--- config.mk ---
export PLATFORM = sky130hd
export DESIGN_NAME = short_long_key_press_detector_unit
export DESIGN_NICKNAME = d
export VERILOG_FILES = /design/src/rtl/slkpd_pkg.sv /design/src/rtl/slkpd_key_next.sv /design/src/rtl/slkpd_key_bank.sv /design/src/rtl/short_long_key_press_detector_unit.sv
export SDC_FILE = /design/constraint.sdc
export NUM_CORES = 1
export LEC_CHECK = 0
export BUFFER_PORTS_ARGS = -buffer_cell sky130_fd_sc_hd__buf_2
export CORE_ASPECT_RATIO = 0.6
export CORE_UTILIZATION = 55
export CTS_CLUSTER_DIAMETER = 30
export DETAILED_ROUTE_END_ITERATION = 7
export HOLD_SLACK_MARGIN = 0.05
export PLACE_DENSITY_LB_ADDON = 0.3
export SYNTH_ARGS = -nofsm -noshare
export SYNTH_HDL_FRONTEND = slang
export SYNTH_SLANG_ARGS = --single-unit
--- constraint.sdc ---
create_clock -name clk -period 6.1 [get_ports clk]
set_input_delay 0.305 -clock clk [delete_from_list [all_inputs] [get_ports clk]]
set_output_delay 0.305 -clock clk [all_outputs]
set_load 0.005 [all_outputs]
--- src/rtl/slkpd_pkg.sv ---
`timescale 1ns / 1ps

package slkpd_pkg;

    localparam int COUNT_WIDTH = 16;
    localparam int CFG_WIDTH   = 16;
    localparam int CMP_WIDTH   = (COUNT_WIDTH > CFG_WIDTH) ? COUNT_WIDTH : CFG_WIDTH;
    localparam int NUM_KEYS    = 4;

    localparam int CFG_INDEX_WIDTH = 2;
    localparam logic [CFG_INDEX_WIDTH-1:0] REG_SHORT_HOLD = 2'd0;
    localparam logic [CFG_INDEX_WIDTH-1:0] REG_LONG_HOLD  = 2'd1;

    localparam logic [CFG_WIDTH-1:0] SHORT_HOLD_RESET = 16'd20;
    localparam logic [CFG_WIDTH-1:0] LONG_HOLD_RESET  = 16'd800;

    localparam logic ACT_TICK  = 1'b0;
    localparam logic ACT_WRITE = 1'b1;

    // Key event state codes; 6 and 7 are unused
    localparam logic [2:0] ST_IDLE           = 3'd0;
    localparam logic [2:0] ST_PRESS_MOMENT   = 3'd1;
    localparam logic [2:0] ST_PRESSED        = 3'd2;
    localparam logic [2:0] ST_RELEASE_MOMENT = 3'd3;
    localparam logic [2:0] ST_SHORT          = 3'd4;
    localparam logic [2:0] ST_LONG           = 3'd5;

    typedef struct packed {
        logic       action;
        logic       talk_level;
        logic       second_level;
        logic       third_level;
        logic       fourth_level;
        logic [1:0] which_key;
        logic [2:0] new_state;
    } in_t;

    typedef struct packed {
        logic [2:0] talk_state;
        logic [2:0] second_state;
        logic [2:0] third_state;
        logic [2:0] fourth_state;
    } out_t;

    typedef struct packed {
        logic [COUNT_WIDTH-1:0] cnt;
        logic                   lock;
        logic                   armed;
        logic [2:0]             state;
    } key_t;

endpackage

--- src/rtl/slkpd_key_next.sv ---
`timescale 1ns / 1ps

module slkpd_key_next
    import slkpd_pkg::*;
(
    input  key_t                 cur,
    input  logic                 talk_mode,
    input  logic                 tick,
    input  logic                 level,
    input  logic                 wr_hit,
    input  logic [2:0]           new_state,
    input  logic [CFG_WIDTH-1:0] short_hold,
    input  logic [CFG_WIDTH-1:0] long_hold,
    output key_t                 nxt
);

    logic [COUNT_WIDTH-1:0] inc;
    logic                   gt_short;
    logic                   gt_long;

    // Saturate at all ones
    assign inc      = (cur.cnt != {COUNT_WIDTH{1'b1}}) ? cur.cnt + 1'b1 : cur.cnt;
    assign gt_short = CMP_WIDTH'(inc) > CMP_WIDTH'(short_hold);
    assign gt_long  = CMP_WIDTH'(inc) > CMP_WIDTH'(long_hold);

    always_comb
    begin
        nxt = cur;
        if (tick)
        begin
            if (!level)
            begin
                if (!cur.lock)
                begin
                    nxt.cnt = inc;
                    if (talk_mode)
                    begin
                        if (gt_short)
                        begin
                            nxt.cnt   = '0;
                            nxt.lock  = 1'b1;
                            nxt.state = ST_PRESS_MOMENT;
                        end
                    end
                    else
                    begin
                        if (gt_short)
                            nxt.armed = 1'b1;
                        if (gt_long)
                        begin
                            nxt.armed = 1'b0;
                            nxt.cnt   = '0;
                            nxt.lock  = 1'b1;
                            nxt.state = ST_LONG;
                        end
                    end
                end
            end
            else
            begin
                nxt.lock = 1'b0;
                nxt.cnt  = '0;
                if (talk_mode)
                begin
                    if (cur.state == ST_PRESSED)
                        nxt.state = ST_RELEASE_MOMENT;
                end
                else if (cur.armed)
                begin
                    nxt.armed = 1'b0;
                    nxt.state = ST_SHORT;
                end
            end
        end
        else if (wr_hit)
        begin
            nxt.state = new_state;
        end
    end

endmodule

--- src/rtl/slkpd_key_bank.sv ---
`timescale 1ns / 1ps

module slkpd_key_bank
    import slkpd_pkg::*;
(
    input  logic                 clk,
    input  logic                 rst_n,
    input  logic                 fire,
    input  in_t                  item,
    input  logic [CFG_WIDTH-1:0] short_hold,
    input  logic [CFG_WIDTH-1:0] long_hold,
    output out_t                 result
);

    key_t                key_reg  [NUM_KEYS];
    key_t                key_next [NUM_KEYS];
    logic [NUM_KEYS-1:0] levels;
    logic                tick;
    logic                wr_ok;

    assign levels = {item.fourth_level, item.third_level, item.second_level, item.talk_level};
    assign tick   = (item.action == ACT_TICK);
    assign wr_ok  = (item.action == ACT_WRITE) && (item.new_state <= ST_LONG);

    for (genvar i = 0; i < NUM_KEYS; i++)
    begin : g_key
        slkpd_key_next u_next (
            .cur        (key_reg[i]),
            .talk_mode  (i == 0),
            .tick       (tick),
            .level      (levels[i]),
            .wr_hit     (wr_ok && (item.which_key == 2'(i))),
            .new_state  (item.new_state),
            .short_hold (short_hold),
            .long_hold  (long_hold),
            .nxt        (key_next[i])
        );
    end

    always_ff @(posedge clk or negedge rst_n)
    begin
        if (!rst_n)
        begin
            for (int i = 0; i < NUM_KEYS; i++)
            begin
                key_reg[i].cnt   <= '0;
                key_reg[i].lock  <= 1'b0;
                key_reg[i].armed <= 1'b0;
                key_reg[i].state <= ST_IDLE;
            end
        end
        else if (fire)
        begin
            for (int i = 0; i < NUM_KEYS; i++)
                key_reg[i] <= key_next[i];
        end
    end

    assign result.talk_state   = key_next[0].state;
    assign result.second_state = key_next[1].state;
    assign result.third_state  = key_next[2].state;
    assign result.fourth_state = key_next[3].state;

endmodule

--- src/rtl/short_long_key_press_detector_unit.sv ---
`timescale 1ns / 1ps
// Debounces one push-to-talk key and three function keys (active low) and
// reports one result of all four key event states for every request. A
// request is either a timer tick carrying the pin levels or a software write
// of one key's state. Throughput is one request per cycle unless the output
// stalls; a request passes the input register, the key state update and the
// result register. The input side stalls only while the result register
// holds a result not yet taken. The user must write thresholds on the cfg
// port while the block is idle (unenforced); cfg_ready is always high.

module short_long_key_press_detector_unit
    import slkpd_pkg::*;
(
    input  logic                       clk,
    input  logic                       rst_n,
    input  logic                       in_valid,
    output logic                       in_ready,
    input  in_t                        in_data,
    output logic                       out_valid,
    input  logic                       out_ready,
    output out_t                       out_data,
    input  logic                       cfg_valid,
    output logic                       cfg_ready,
    input  logic [CFG_INDEX_WIDTH-1:0] cfg_index,
    input  logic [CFG_WIDTH-1:0]       cfg_data
);

    logic                 in_valid_reg;
    in_t                  in_reg;
    logic                 out_valid_reg;
    out_t                 out_reg;
    logic [CFG_WIDTH-1:0] short_hold_reg;
    logic [CFG_WIDTH-1:0] long_hold_reg;
    logic                 advance;
    logic                 fire;
    out_t                 result;

    assign advance   = !out_valid_reg || out_ready;
    assign fire      = in_valid_reg && advance;
    assign in_ready  = !in_valid_reg || advance;
    assign cfg_ready = 1'b1;
    assign out_valid = out_valid_reg;
    assign out_data  = out_reg;

    always_ff @(posedge clk or negedge rst_n)
    begin
        if (!rst_n)
        begin
            short_hold_reg <= SHORT_HOLD_RESET;
            long_hold_reg  <= LONG_HOLD_RESET;
        end
        else if (cfg_valid)
        begin
            if (cfg_index == REG_SHORT_HOLD)
                short_hold_reg <= cfg_data;
            else if (cfg_index == REG_LONG_HOLD)
                long_hold_reg <= cfg_data;
        end
    end

    always_ff @(posedge clk or negedge rst_n)
    begin
        if (!rst_n)
        begin
            in_valid_reg  <= 1'b0;
            out_valid_reg <= 1'b0;
        end
        else
        begin
            if (in_ready)
                in_valid_reg <= in_valid;
            if (advance)
                out_valid_reg <= in_valid_reg;
        end
    end

    always_ff @(posedge clk)
    begin
        if (in_valid && in_ready)
            in_reg <= in_data;
        if (fire)
            out_reg <= result;
    end

    slkpd_key_bank u_bank (
        .clk        (clk),
        .rst_n      (rst_n),
        .fire       (fire),
        .item       (in_reg),
        .short_hold (short_hold_reg),
        .long_hold  (long_hold_reg),
        .result     (result)
    );

endmodule

==> results.yml <==
status:
  status: "completed"
worst_setup_path:
  r2r-end: "u_bank.key_reg[53]"
  crit_path_frequent_cell: "sky130_fd_sc_hd__a21oi_1"
  reg2reg_from: "u_bank.key_reg[51]"
  critical-path-slowest-cell: "sky130_fd_sc_hd__nor4_4"
  worstSetupStartpointType: "flop"
  critical_path.max_stage_delay_ps: 940
  ff2ff_setup_slack_ps: 1420
  critPathLaunch: "u_bank.key_reg[51]"
  cp_cell_sequence: "and4_1 -> and2_2 -> nand3_1 -> or3b_1 -> o21ba_2 -> a21oi_1 -> ha_1 -> nand4_1 -> nor2_1 -> or3_1 -> o31a_1 -> nor4_4 -> a21oi_1 -> a31oi_1"
  critical_path_peak_fanout: 23
  critical_path_depth: 14
  data_arrival_time_of_the_critical_path_ps: 5030
  critical_path_buf_inv_count: 0
  worst_path_class_setup: "flop to flop"
  worstRegToRegCells: 14
  end_kind: "flop"
  required_ps: 6450
  endpoint: "u_bank.key_reg[53]"
  crit_family: "simple AND/OR/NAND/NOR gates"
placement:
  buffer_ports.inserted: 46
  placed_wire_length_estimate_um: 19100
  place.gp.congestion: 0.972
  detailedPlace.worstSlack_ps: 1570
power_and_ir_drop:
  netSwitchingFraction: 0.316
  total_leakage_power_nw: 4.98
  p_clk_frac: 0.391
  power.ir.vdd_worst_v: 0.000194
  p_seq_frac: 0.378
  combPwrFrac: 0.232
  switching_power_of_the_nets_uw: 937
  power.internal_mw: 2.03
  power-per-cell-area_nw_per_um2: 271
logic_synthesis:
  synthesized_netlist_net_count: 1238
  most_repeated_cell_in_the_gate_level_netlist_after_synthesis: "sky130_fd_sc_hd__nand2_1"
  post_synth.cell_area_avg_um2: 9.01
  ys_types: 65
  synth.yosys.seq_area_share: 0.366
  postSynth.topFlopCell: "sky130_fd_sc_hd__dfrtp_1"
  yosys_warnings: 0
  synth_area_leader_cell: "sky130_fd_sc_hd__dfrtp_1"
  synth_commonest_cells: "132 x sky130_fd_sc_hd__nand2_1, 116 x sky130_fd_sc_hd__ha_1, 112 x sky130_fd_sc_hd__dfrtp_1"
  postSynthRegisterBits: 139
  synth_edf_count: 22
  synth_top_area_share: 0.286
  synthesis.instances: 1089
  post_synth_main_area_contributors: "sky130_fd_sc_hd__dfrtp_1 29%, sky130_fd_sc_hd__ha_1 15%, sky130_fd_sc_hd__edfxtp_1 6.7%, sky130_fd_sc_hd__a21oi_1 5.1%, sky130_fd_sc_hd__nand2_1 5.1%"
  synthesis.area_um2: 9810
  synthArstFlopShare: 0.842
sta:
  report.final.setup_viol: 0
  fin_worst_skew_ps: 11.6
  slew_headroom: 0.200
  fin_max_slew_vios: 0
  fin_crit_ps: 4680
  hold_viol_final: 0
  grt_setup_unrepaired: "false"
  max_freq_mhz: 214
  fin_ws_ps: 1420
  worst_slew_pin_slew_ps: 1200
  final.setup.tns_ps: 0
  post-route-period-util: 0.767
hold_path:
  worstHoldStart: "in_data[1]"
  min-delay-path-class: "primary input to flop"
global_route:
  grt_antenna_before_repair: 0
  grt_first_pass_wirelength_um: 41400
  grt_max_degree: 61
  vias_in_the_first_global_route: 7766
  globalRoute.totalOverflow: 0
  grtUsageTotal: 0.293
die:
  num_io_pins: 48
  die_y_um: 105
  std_cell_rows: 37
  initial_core_util: 0.567
  placeableCoreArea_um2: 17300
  dieWidth_um: 174
  die_area_um2: 18400
clocking:
  cts_resized: 0
  numCtsBuffers: 17
  cts_max_path_buffers: 2
  cts.sink_count: 139
  ctsRootBufferMaster: "sky130_fd_sc_hd__clkbuf_16"
  cts_hold_repair.buffers: 8
  cts.clk_slew.worst_paths_ps: 60
  cts_post_setup_buffers_inserted: 0
  htree_num_levels: 4
  clk-insertion-delay-late_ps: 440
  cts_tree: "yes"
drt:
  detail_route.drc_violations: 0
  routedWlPerCell_um: 19.0
  drt_first_iter_violations: 887
  route.vias.total: 8596
  post_drt_via_cell_ratio: 6.22
  firstDrtPassIters: 5
  wirelength_um: 26200
  drtAntennaViolNets: 0
finish:
  post_route_cells_drive_above_1_share: 0.108
  largest_register_ff_count: 83
  area_growth_syn_to_layout_pct: 11.9
  antennaDiodeCount: 0
  sequential_cell_area_um2: 3590
  finish.net_count: 1283
  fillers: 1415
  multi_input_area_um2: 5870
job:
  max_cap_viols: 0
==> worst min-delay path by stage <==
stage                          to  slack, ps  cells past startpoint
6_report                in_reg[1]         60                      1
5_1_grt                 in_reg[1]         50                      1
3_3_place_gp   u_bank.key_reg[57]        410                      1
3_5_place_dp   u_bank.key_reg[57]        420                      1
4_1_cts                 in_reg[5]         50                      1
2_1_floorplan        in_valid_reg          9                      0
==> power groups by stage <==
stage          registers [mW]  logic (mW)  clock network (mW)
2_1_floorplan            1.11       0.460                   0
3_3_place_gp             1.13       0.636                   0
3_5_place_dp             1.14       0.663                   0
4_1_cts                  1.12       0.676                1.17
5_1_grt                  1.13       0.775                1.21
6_report                 1.12       0.688                1.16
==> cell usage in the layout, fill, tap and decap left out, types with 22 or more instances in the layout <==
cell type,n
sky130_fd_sc_hd__mux2_2,23
sky130_fd_sc_hd__a21oi_1,99
sky130_fd_sc_hd__a31oi_1,40
sky130_fd_sc_hd__inv_1,55
sky130_fd_sc_hd__nor2_1,62
sky130_fd_sc_hd__xnor2_1,27
sky130_fd_sc_hd__buf_2,45
sky130_fd_sc_hd__edfxtp_1,22
sky130_fd_sc_hd__dfrtp_1,112
sky130_fd_sc_hd__nand3_1,35
sky130_fd_sc_hd__nand4_1,29
sky130_fd_sc_hd__o21ai_0,71
sky130_fd_sc_hd__ha_1,116
sky130_fd_sc_hd__nand2_1,132
==> routing by layer <==
metal,GRT usage,up-vias,share of wire
met3,0.0595,37,0.085
met1,0.446,4076,0.48
met4,0.0883,0,0.017
met5,0,-,0
met2,0.413,360,0.42
li1,-,4123,-
==> cell families (layout without fill, tap and decap cells) <==
group | count (synthesis) | count (layout) | share of synthesized area
AOI/OAI and AO/OA | 310 | 310 | 0.193
xor gates and xnor gates | 40 | 40 | 0.0357
adders and majority gates | 116 | 116 | 0.148
buffers and inverters | 89 | 147 | 0.0375
DFF | 139 | 139 | 0.366
muxes | 28 | 28 | 0.0315
other | 1 | 1 | 0.000382
and+or+nand+nor | 366 | 366 | 0.187
==> final cells by class <==
cell class | count | area share
multi-input combinational | 861 | 0.534
clock inverter | 10 | 0.0136
timing repair buffer | 60 | 0.0328
clock buffer | 22 | 0.0463
inverter | 55 | 0.0188
sequential | 139 | 0.327
tap | 234 | 0.0267
==> per-stage QoR <==
stage | power, mW | util | hold WS, ps | std cells | area [µm²]
6_report | 2.97 | 0.634 | 63.5 | 1381 | 11000
5_1_grt | 3.11 | 0.634 | 54.1 | 1381 | 11000
4_1_cts | 2.97 | 0.633 | 51.3 | 1380 | 11000
3_5_place_dp | 1.80 | 0.591 | 416 | 1340 | 10200
3_3_place_gp | 1.77 | 0.591 | 412 | 1340 | 10200
2_1_floorplan | 1.57 | - | 9.41 | 1089 | 9810
==> worst reg2reg max path: cells and delay by family, from the launching register on <==
family,cells,cell delay (ps)
compound gates,5,1250
fa+ha+maj,1,310
flops,1,480
simple gates,8,2550
Note: power is estimated with default switching activity, not from simulation.
